<file path="config.mk">
export PLATFORM = sky130hd
export DESIGN_NAME = spmv_queue
export DESIGN_NICKNAME = d
export VERILOG_FILES = /design/src/rtl/spmv_pkg.sv /design/src/rtl/spmv_queue.sv
export SDC_FILE = /design/constraint.sdc
export NUM_CORES = 1
export LEC_CHECK = 0
export ABC_CLOCK_PERIOD_IN_PS = 2400
export BUFFER_PORTS_ARGS = -buffer_cell sky130_fd_sc_hd__buf_2
export CAP_MARGIN = 20
export CORE_UTILIZATION = 50
export CTS_CLUSTER_DIAMETER = 120
export CTS_CLUSTER_SIZE = 20
export DETAILED_ROUTE_END_ITERATION = 12
export PLACE_DENSITY = 0.74
export SLEW_MARGIN = 20
export SYNTH_ARGS = -nofsm -noshare
export SYNTH_HDL_FRONTEND = slang
export SYNTH_SLANG_ARGS = --single-unit
</file>
<file path="constraint.sdc">
create_clock -name clk_i -period 2.4 [get_ports clk_i]
set_clock_uncertainty 0.2 [all_clocks]
set_input_delay 0 -clock clk_i [delete_from_list [all_inputs] [get_ports clk_i]]
set_output_delay 0 -clock clk_i [all_outputs]
set_load 0.005 [all_outputs]
</file>
<file path="src/rtl/spmv_pkg.sv">
`default_nettype none

package spmv_pkg;

  localparam int unsigned ColumnW    = 10;
  localparam int unsigned ColumnSpan = 1 << ColumnW;
  localparam int unsigned ValueW     = 16;
  localparam int unsigned ProdW      = 2 * ValueW;
  localparam int unsigned RowW       = 16;
  localparam int unsigned SumW       = 48;
  localparam int unsigned QueueDepth = 4;

  localparam logic signed [SumW-1:0] SumMax = {1'b0, {(SumW-1){1'b1}}};
  localparam logic signed [SumW-1:0] SumMin = {1'b1, {(SumW-1){1'b0}}};

  typedef enum logic [1:0] {
    ActLoad    = 2'd0,
    ActNonzero = 2'd1,
    ActEndRow  = 2'd2,
    ActRestart = 2'd3
  } action_e;

  // work handed from the front end to the back end
  typedef struct packed {
    action_e                  action;
    logic signed [ValueW-1:0] coef;
    logic signed [ValueW-1:0] elem;
  } op_t;

endpackage

`default_nettype wire

</file>
<file path="src/rtl/spmv_queue.sv">
`default_nettype none

module spmv_queue import spmv_pkg::*; (
  input  wire logic clk_i,
  input  wire logic rst_ni,
  input  wire logic push_valid_i,
  output logic      push_ready_o,
  input  wire op_t  push_op_i,
  output logic      pop_valid_o,
  input  wire logic pop_ready_i,
  output op_t       pop_op_o
);

  localparam int unsigned PtrW = $clog2(QueueDepth);
  localparam int unsigned CntW = $clog2(QueueDepth + 1);

  op_t             slot_q [QueueDepth];
  logic [PtrW-1:0] wr_ptr_q;
  logic [PtrW-1:0] rd_ptr_q;
  logic [CntW-1:0] count_q;

  logic push;
  logic pop;

  assign push_ready_o = count_q != CntW'(QueueDepth);
  assign pop_valid_o  = count_q != '0;
  assign push         = push_valid_i && push_ready_o;
  assign pop          = pop_valid_o && pop_ready_i;
  assign pop_op_o     = slot_q[rd_ptr_q];

  always_ff @(posedge clk_i) begin
    if (push) begin
      slot_q[wr_ptr_q] <= push_op_i;
    end
  end

  always_ff @(posedge clk_i or negedge rst_ni) begin
    if (!rst_ni) begin
      wr_ptr_q <= '0;
      rd_ptr_q <= '0;
      count_q  <= '0;
    end else begin
      if (push) begin
        wr_ptr_q <= wr_ptr_q + 1'b1;
      end
      if (pop) begin
        rd_ptr_q <= rd_ptr_q + 1'b1;
      end
      if (push && !pop) begin
        count_q <= count_q + 1'b1;
      end else if (pop && !push) begin
        count_q <= count_q - 1'b1;
      end
    end
  end

endmodule

`default_nettype wire

</file>
==> impl_results.md <==
- Outcome: finished, final reports clean
- Data required time of the worst path: 2.65 ns
- Period minus WS final: 2.289 ns
- Seq/Total Area, Yosys: 79.31%
- Post-route DRC violation count: 0
- Max Freq: 436.9 MHz
- Arrival time worst endpoint: 2.53 ns
- Top post-synthesis cells by area: edfxtp_1 76%, mux4_2 12%, dfrtp_1 3.3%
- Final setup vio count: 0
- Hold Vio Cnt, Final: 0
- Syn Area/Cell: 25.21 µm²
- Clock sink count: 143
- Combinational power share: 26.8%
- First-pass GRT wire length: 14,480 µm
- Vias: 2,610
- Worst VDD drop: 0.7717 mV
- Rows: 37
- WL/cell: 18.50 µm
- Element type at the critical path start: register
- Ys Warns: 0
- Post-synth top area cell: edfxtp_1
- Top cell type's share of synthesized area: 76.05%
- Switching part of the total: 26.57%
- Clock Path Buffers: 2
- Worst Hold Class: primary input to register
- Largest net degree at the start of global routing: 27
- Initial Util: 51.79%
- Routed Antenna Nets: 0
- Critical Path Fanout Max: 3
- Dpl hpwl: 5449 µm
- CTS Buf Count: 17
- DR vias/cell: 5.199
- N_diodes: 0
- Area growth, synth to finish: 29.89%
- CORE AREA: 0.01037 mm²
- Leakage: 2.503 nW
- I/O pin count: 74
- Vias in the first global route: 2,777
- Die width: 105.6 µm
- Latest clock arrival within the worst-skew pair: 0.52 ns
- Tightest Pin Transition: 0.5094 ns
- Netlist cell types: 19
- Mapped Cells: 213
- Layout cell share with drive strength beyond 1: 43.17%
- Clock transition at the registers of the reported paths: 0.06 ns
- Design Power: 8.317 mW
- Die Y-Extent: 105.6 µm
- Critical Path Sink Type: register
- CP Class: register to register
- Yosys reg bits: 143
- H-tree Lvls: 4
- PortBufs: 73
- PD cells: 1192 mW/mm²
- Routed WL: 9287 µm
- Period utilisation layout: 95.37%
- Internal Power: 6.108 mW
- TritonCTS clock tree: done
- Syn Nets: 257
- Grt ovf: 0
- Max-cap violation count: 0
- Initial DRT Pass Iterations: 4
- Nets@finish: 397
- Die area: 0.01116 mm²
- Initial antenna violation count: 0
- Total Neg Setup Slack: 0 ns
- Total GRT Usage: 18.26%
- Clock power frac: 30.7%
- Netlist Area Pre-Place: 0.005370 mm²
- P_sw: 2.210 mW
- Final number of max-transition violations: 0
- Max-slew headroom: 66.04%
- RePlAce Congestion: 0.6857
- Sequential fraction of design power: 42.5%
- Initial DRC Count: 143
- Clk root buf: clkbuf_8
## logic make-up after synthesis
group / Yosys count / share of synthesized area, %
AND/OR/NAND/NOR: 10 / 0.9553
adder cells (fa/ha/maj): 6 / 1.538
XOR/XNOR: 6 / 0.9786
multiplexers: 36 / 15.10
flip-flops: 143 / 79.31
AO/OA/AOI/OAI: 1 / 0.2097
buffers and inverters: 11 / 1.911
## power by group through the flow
| stage | Sequential [mW] | Clock [mW] | Combinational, mW |
|---|---|---|---|
| finish | 3.53 | 2.56 | 2.23 |
| global route | 3.58 | 2.71 | 2.43 |
| CTS | 3.54 | 2.60 | 2.21 |
| detailed placement | 3.59 | 0 | 2.15 |
| global placement | 3.55 | 0 | 2.13 |
| floorplan | 3.47 | 0 | 1.48 |
## synthesized netlist by cell type, drive strengths merged
cell type  number
a21boi          1
mux4           34
fa              1
mux2            2
edfxtp        136
nor2            2
or3             1
xnor2           4
buf             8
nand3           1
dfrtp           7
inv             3
xor2            2
ha              5
nand2           2
and2            4
## stage by stage
step / utilization, % / instance area [µm²] / worst slack [ns] / hold WS, ns / std cells
5_1_grt: 67.27 / 6975 / -0.01231 / 0.01965 / 502
4_1_cts: 66.89 / 6937 / 0.04501 / 0.001903 / 498
3_5_place_dp: 57.30 / 5942 / 0.07684 / -0.3515 / 425
6_report: 67.27 / 6975 / 0.1111 / 0.02870 / 502
3_3_place_gp: 57.30 / 5942 / 0.1863 / -0.3603 / 425
2_1_floorplan: - / 5370 / 0.1972 / -0.4956 / 213
## flip-flops by register name, summed over array words and instances, names as in the netlist
name	count
wr_ptr_q	2
rd_ptr_q	2
slot_q	136
count_q	3
## critical path, cell delays in order (launching register included)
cell and delay [ns]:
dfrtp_2 0.43, or3_4 0.39, nand2_1 0.12, ha_2 0.20
inv_1 0.06, fa_1 0.37, xor2_1 0.17, nor2_1 0.11
xor2_1 0.15
## metal layers
metal / routed length [µm] / global-route usage (%) / vias up / part of all wire, %
met5: 0 / 0 / - / 0
met1: 4018 / 24.22 / 1323 / 43
li1: - / - / 1181 / -
met3: 573 / 6.617 / 15 / 6.2
met2: 4552 / 28.01 / 91 / 49
met4: 142 / 6.845 / 0 / 1.5
## placed cells by master (no fill, tap or decap), types with 6 or more instances in the layout
cell type,synthesis,final
mux4_2,28,28
clkbuf_16,0,16
mux4_1,6,6
buf_2,4,73
buf_4,0,12
edfxtp_1,136,136
dlygate4sd3_1,0,41
## final timing paths
kind	startpoint	endpoint	slack, ns	depth (start not counted)
min in group asynchronous	rst_ni	wr_ptr_q[0]	0.23	3
max	count_q[0]	count_q[2]	0.11	8
min	push_op_i[22]	slot_q[1][22]	0.03	2
max reg2reg	count_q[0]	count_q[2]	0.11	8
min reg2reg	count_q[2]	count_q[2]	0.37	1
max in group asynchronous	rst_ni	rd_ptr_q[0]	1.50	3
## what timing repair did
item,in CTS,in global routing
hold endpoints to repair,150,0
hold buffers,41,0
buffers inserted,0,4
gates resized for setup,0,3
setup endpoints to repair,0,1
## area by class of cell
type | count | area, µm²
flip-flops and latches | 143 | 4263
well taps | 136 | 170.2
inverters | 3 | 11.26
repair buffers | 129 | 925.9
clock inverters | 14 | 166.4
clock buffers | 18 | 417.9
multi-input cells | 59 | 1021
fillers | 675 | 3395
No activity file was read; power rests on OpenSTA's default activity.
