`src/rtl/spmv_pkg.sv`:
```
`default_nettype none

package spmv_pkg;

  localparam int unsigned ColumnW    = 10;
  localparam int unsigned ColumnSpan = 1 << ColumnW;
  localparam int unsigned ValueW     = 16;
  localparam int unsigned ProdW      = 2 * ValueW;
  localparam int unsigned RowW       = 16;
  localparam int unsigned SumW       = 48;
  localparam int unsigned QueueDepth = 4;

  localparam logic signed [SumW-1:0] SumMax = {1'b0, {(SumW-1){1'b1}}};
  localparam logic signed [SumW-1:0] SumMin = {1'b1, {(SumW-1){1'b0}}};

  typedef enum logic [1:0] {
    ActLoad    = 2'd0,
    ActNonzero = 2'd1,
    ActEndRow  = 2'd2,
    ActRestart = 2'd3
  } action_e;

  // work handed from the front end to the back end
  typedef struct packed {
    action_e                  action;
    logic signed [ValueW-1:0] coef;
    logic signed [ValueW-1:0] elem;
  } op_t;

endpackage

`default_nettype wire

```
`src/rtl/spmv_out_if.sv`:
```
`default_nettype none

interface spmv_out_if import spmv_pkg::*; ();
  logic                   valid;
  logic                   ready;
  logic [RowW-1:0]        row_number;
  logic signed [SumW-1:0] row_sum;

  modport source (output valid, output row_number, output row_sum, input ready);
  modport sink (input valid, input row_number, input row_sum, output ready);
endinterface

`default_nettype wire

```
`src/rtl/spmv_back.sv`:
```
`default_nettype none

module spmv_back import spmv_pkg::*; #(
  parameter longint unsigned MAX_ROWS = 65536
) (
  input  wire logic  clk_i,
  input  wire logic  rst_ni,
  input  wire logic  pop_valid_i,
  output logic       pop_ready_o,
  input  wire op_t   pop_op_i,
  spmv_out_if.source out_o
);

  logic                    m_valid_q;
  action_e                 m_act_q;
  logic signed [ProdW-1:0] m_prod_q;

  logic signed [SumW-1:0] acc_q;
  logic signed [SumW-1:0] acc_d;
  logic [RowW-1:0]        row_q;
  logic [RowW-1:0]        row_d;

  logic                   out_valid_q;
  logic [RowW-1:0]        out_row_q;
  logic signed [SumW-1:0] out_sum_q;

  logic                 go;
  logic                 load_m;
  logic signed [SumW:0] sum;
  logic [RowW:0]        row_inc;

  // an end of row waits only for a free output register
  assign go = m_valid_q &&
              !(m_act_q == ActEndRow && out_valid_q && !out_o.ready);
  assign load_m      = !m_valid_q || go;
  assign pop_ready_o = load_m;

  assign sum     = (SumW+1)'(acc_q) + (SumW+1)'(m_prod_q);
  assign row_inc = {1'b0, row_q} + 1'b1;

  always_comb begin
    acc_d = acc_q;
    row_d = row_q;
    if (go) begin
      case (m_act_q)
        ActNonzero: begin
          if (sum[SumW] != sum[SumW-1]) begin
            acc_d = sum[SumW] ? SumMin : SumMax;
          end else begin
            acc_d = sum[SumW-1:0];
          end
        end
        ActEndRow: begin
          acc_d = '0;
          row_d = (64'(row_inc) >= MAX_ROWS) ? '0 : row_inc[RowW-1:0];
        end
        ActRestart: begin
          acc_d = '0;
          row_d = '0;
        end
        default: ;
      endcase
    end
  end

  always_ff @(posedge clk_i) begin
    if (load_m && pop_valid_i) begin
      m_act_q  <= pop_op_i.action;
      m_prod_q <= pop_op_i.coef * pop_op_i.elem;
    end
    if (go && m_act_q == ActEndRow) begin
      out_row_q <= row_q;
      out_sum_q <= acc_q;
    end
  end

  always_ff @(posedge clk_i or negedge rst_ni) begin
    if (!rst_ni) begin
      m_valid_q   <= 1'b0;
      out_valid_q <= 1'b0;
      acc_q       <= '0;
      row_q       <= '0;
    end else begin
      if (load_m) begin
        m_valid_q <= pop_valid_i;
      end
      if (go && m_act_q == ActEndRow) begin
        out_valid_q <= 1'b1;
      end else if (out_o.ready) begin
        out_valid_q <= 1'b0;
      end
      acc_q <= acc_d;
      row_q <= row_d;
    end
  end

  assign out_o.valid      = out_valid_q;
  assign out_o.row_number = out_row_q;
  assign out_o.row_sum    = out_sum_q;

endmodule

`default_nettype wire

```
`src/flat_wrapper.sv`:
```
// flat-port wrapper written by rule: the top's interface ports become plain ports
module spmv_back_flat import spmv_pkg::*;
#(
  parameter longint unsigned MAX_ROWS = 65536
)
  (clk_i, rst_ni, pop_valid_i, pop_ready_o, pop_op_i, out_o_valid, out_o_row_number, out_o_row_sum, out_o_ready);
  spmv_out_if out_o_i ();
  input  wire logic clk_i;
  input  wire logic rst_ni;
  input  wire logic pop_valid_i;
  output logic pop_ready_o;
  input  wire op_t pop_op_i;
  output wire logic [$bits(out_o_i.valid)-1:0] out_o_valid;
  output wire logic [$bits(out_o_i.row_number)-1:0] out_o_row_number;
  output wire logic [$bits(out_o_i.row_sum)-1:0] out_o_row_sum;
  input wire logic [$bits(out_o_i.ready)-1:0] out_o_ready;
  assign out_o_valid = out_o_i.valid;
  assign out_o_row_number = out_o_i.row_number;
  assign out_o_row_sum = out_o_i.row_sum;
  assign out_o_i.ready = out_o_ready;
  spmv_back #(.MAX_ROWS(MAX_ROWS)) u_core (.clk_i(clk_i), .rst_ni(rst_ni), .pop_valid_i(pop_valid_i), .pop_ready_o(pop_ready_o), .pop_op_i(pop_op_i), .out_o(out_o_i));
endmodule
```
`config.mk`:
```
export PLATFORM = sky130hd
export DESIGN_NAME = spmv_back_flat
export DESIGN_NICKNAME = d
export VERILOG_FILES = /design/src/rtl/spmv_pkg.sv /design/src/rtl/spmv_out_if.sv /design/src/rtl/spmv_back.sv /design/src/flat_wrapper.sv
export SDC_FILE = /design/constraint.sdc
export NUM_CORES = 1
export LEC_CHECK = 0
export BUFFER_PORTS_ARGS = -buffer_cell sky130_fd_sc_hd__buf_2
export CAP_MARGIN = 20
export CORE_ASPECT_RATIO = 0.8
export CORE_MARGIN = 2
export CORE_UTILIZATION = 38
export CTS_CLUSTER_SIZE = 20
export DETAILED_ROUTE_END_ITERATION = 6
export SLEW_MARGIN = 20
export SYNTH_ARGS = -nofsm -noshare
export SYNTH_HDL_FRONTEND = slang
export SYNTH_SLANG_ARGS = --single-unit
export TNS_END_PERCENT = 30
```
`constraint.sdc`:
```
create_clock -name clk_i -period 3.8 [get_ports clk_i]
set_input_delay 0.19 -clock clk_i [delete_from_list [all_inputs] [get_ports clk_i]]
set_output_delay 0.19 -clock clk_i [all_outputs]
set_load 0.05 [all_outputs]
```
==> results.txt <==
Clock Latency Late Sink = 0.43 ns
first drt pass iteration count = 5
crit-path max cell delay = 0.54 ns
Crit. End Element = flop
1st-iter DRT viols = 709
drt total wl = 46.7 mm
DRC Markers = 0
status = complete, but fails checks
largest family of logic cells by synthesized area = adder cells
Synth Register Bits = 164
Hold WS = 0.117 ns
Critical Path Fanout Max = 5
num ports = 104
r2r worst-path depth = 12
Hold Fails Final Rpt = 0
final number of setup-violating endpoints = 23
total grt overflow = 0
initial antenna violation count = 0
synth warn = 0
CTS root buffer = clkbuf_16
Die H = 201 µm
Worst Hold Depth = 3
XOR/XNOR share of the synthesized area = 3.57%
delay-heaviest family, CP = adder cells
synthesized cell area = 0.0185 mm²
count of input and output buffers = 103
fraction of registers with async set/reset = 40.2%
area share of fa/ha/maj cells after synthesis = 37.4%
Avg Vias per Cell = 5.03
average wire per standard cell = 16.7 µm
GPL Wtd Cong = 0.954
vias in the first global route = 14,500
clock tree buffer depth = 2
Final Skew = 0.00903 ns
met3 GRT Util = 2.73%
Clock transition at path regs = 0.07 ns
most frequent CP cell = fa_1
Cell Count, Final, Fillers Out = 2,798
max-cap violation count = 0
met2 usage = 29.0%
first-pass GRT wire length = 75.7 mm
Fmax = 0.193 GHz
vias = 14,100
Hold WC Path Type = in2reg
EDFF count, synth = 98
CTS tree = done
Antenna Diode Count = 0
Worst Tran Pin Value = 1.02 ns
Rel. slew slack = 31.7%
Placeable Area = 0.0482 mm²
critical-path cell with the highest stage delay = fa_1
full die area = 0.0504 mm²
Worst Path Required = 3.98 ns
RSZ-0062 raised after global routing = true
CTS buffer count = 17
fin. max-slew vios = 0
nets = 2,588
CP Data Arrival Time = 5.35 ns
Seq/Total Area, Yosys = 24.9%
GR peak layer = met2
failing checks = setup timing
global router's overall resource usage = 18.5%
Synth Area in Compound Gates = 12.1%
largest net degree at the start of global routing = 43
mux contribution to synthesized area = 0.217%
Initial Util = 38.3%
fin crit share = 136%
Stages on worst setup path = 23
dpl cells = 2,730
Most used DFF post-synth = edfxtp_1
Avg Synthesized Cell Area = 9.78 µm²
Cells after Synth = 1,887
buffers and inverters on the worst path = 5
startpoint types = primary input
Chip Width = 250 µm
Final Worst Setup Slack = -1.37 ns
Min Clock Period, post-route = 5.17 ns
worst path cell trace = buf_12, and2_4, fa_1, fa_1, ha_2, inv_2, fa_1, inv_2, fa_1, inv_1, fa_1, inv_2, ha_4, and3_4, a221oi_4, o31ai_4, o21ai_2, and2_4, a311o_1, nand2_2, o21ai_2, o21ai_2, xor2_1
Mapped Nets = 2,319
Synth Area in Simple Gates = 13.7%
fraction of layout cells with a size suffix above 1 = 22.5%
post-route antenna net violation count = 0
largest cells by area after synthesis = fa_1, edfxtp_1, dfrtp_1, ha_1, inv_1
H-tree depth = 4
clk sinks = 164
top cell type's share of synthesized area = 28.5%
Layout fillers = 4,442
Area growth, synth to finish = 22.9%
Site Rows = 72
global-route met1 utilization = 27.2%
Cell variety after synth = 70
Synth area leader = fa_1
Post-DP HPWL = 37.0 mm
CP Class = in2reg
## worst reg2reg max path: cells and delay by family, from the launching register on
| family | cells | cell delay, ns |
|---|---|---|
| DFF | 1 | 0.76 |
| adders and majority gates | 1 | 0.37 |
| buffers and inverters | 1 | 0.26 |
| and+or+nand+nor | 2 | 0.63 |
| AOI/OAI and AO/OA | 8 | 1.56 |
## area by class of cell
| type | count | area (µm²) | area share [%] |
|---|---|---|---|
| Timing Repair Buffer | 320 | 2580 | 11.4 |
| Sequential cell | 164 | 4590 | 20.3 |
| Inverter | 317 | 1190 | 5.25 |
| Clock inverter | 14 | 141 | 0.623 |
| Tap cell | 629 | 787 | 3.47 |
| Multi-Input combinational cell | 1336 | 13000 | 57.1 |
| Clock buffer | 18 | 439 | 1.94 |
## repair_timing
action                                 4_1_cts  5_1_grt
resized for setup                          117       95
hold buffers                                 4        0
setup buffers                               10       20
endpoints found under the hold margin       44        0
pin swaps                                   52       63
cloned                                       0        4
setup endpoints to repair                   24       52
## cells by family after synthesis
kind of cell / Yosys count
AO/OA/AOI/OAI: 350
XOR/XNOR: 73
adder cells (fa/ha/maj): 394
buffers and inverters: 387
flip-flops: 164
multiplexers: 4
AND/OR/NAND/NOR: 515
## cell usage in the layout (no fill, tap or decap), types with 73 or more instances in the layout
master,netlist,layout
fa_1,263,243
buf_4,1,198
and2_1,134,114
inv_1,317,297
buf_2,8,74
a21oi_1,103,92
edfxtp_1,98,98
nand2_1,201,192
o21ai_0,86,73
ha_1,131,113
## path summary, 6_finish.rpt
path | startpoint | end | slack, ns
worst max register to register | u_core.m_prod_q[31] | u_core.acc_q[6] | 0.11
max in group asynchronous | rst_ni | u_core.acc_q[21] | 2.67
worst max-delay path | pop_op_i[20] | u_core.m_prod_q[30] | -1.37
worst min-delay path | out_o_ready | u_core.out_o.valid | 0.12
min in group asynchronous | rst_ni | u_core.row_q[5] | 0.31
worst min register to register | u_core.acc_q[40] | u_core.out_o.row_sum[40] | 0.49
## registers in the layout, indices dropped and copies added, names as in the netlist
signal and flops:
u_core.acc_q 48, u_core.out_o.row_sum 48, u_core.m_prod_q 32, u_core.out_o.row_number 16, u_core.row_q 16, u_core.m_act_q 2
u_core.m_valid_q 1, u_core.out_o.valid 1
## routing by layer
layer	share of wire [%]	vias up
li1	-	6674
met1	48	6978
met2	45	371
met5	0	-
met3	5.0	50
met4	1.5	0
## cell usage after synthesis (10+ instances only)
library cell	instances
nor2_1	68
and3_1	24
xor2_1	26
o21ai_0	86
nand2_1	201
fa_1	263
o21a_1	12
edfxtp_1	98
o21bai_1	12
nand3_1	19
and2_1	134
ha_1	131
inv_1	317
nor3_1	10
a31oi_1	10
nand4_1	12
nor2b_1	10
clkbuf_1	56
nand2b_1	14
xnor2_1	46
dfrtp_1	66
a21oi_1	103
a21o_1	60
## through the flow
| step | setup TNS (ns) | util [%] | setup slack, ns | area, µm² |
|---|---|---|---|---|
| 2_1_floorplan | -26.75 | - | -1.64 | 18600 |
| 3_3_place_gp | -36.35 | 43.5 | -1.94 | 21000 |
| 3_5_place_dp | -37.79 | 43.5 | -2.05 | 21000 |
| 4_1_cts | -21.31 | 45.8 | -1.30 | 22100 |
| 5_1_grt | -27.72 | 47.1 | -1.53 | 22700 |
| 6_report | -22.71 | 47.1 | -1.37 | 22700 |
Power is not shown: default switching activity piles up to over one toggle a cycle in this logic, so the estimate is an artifact.
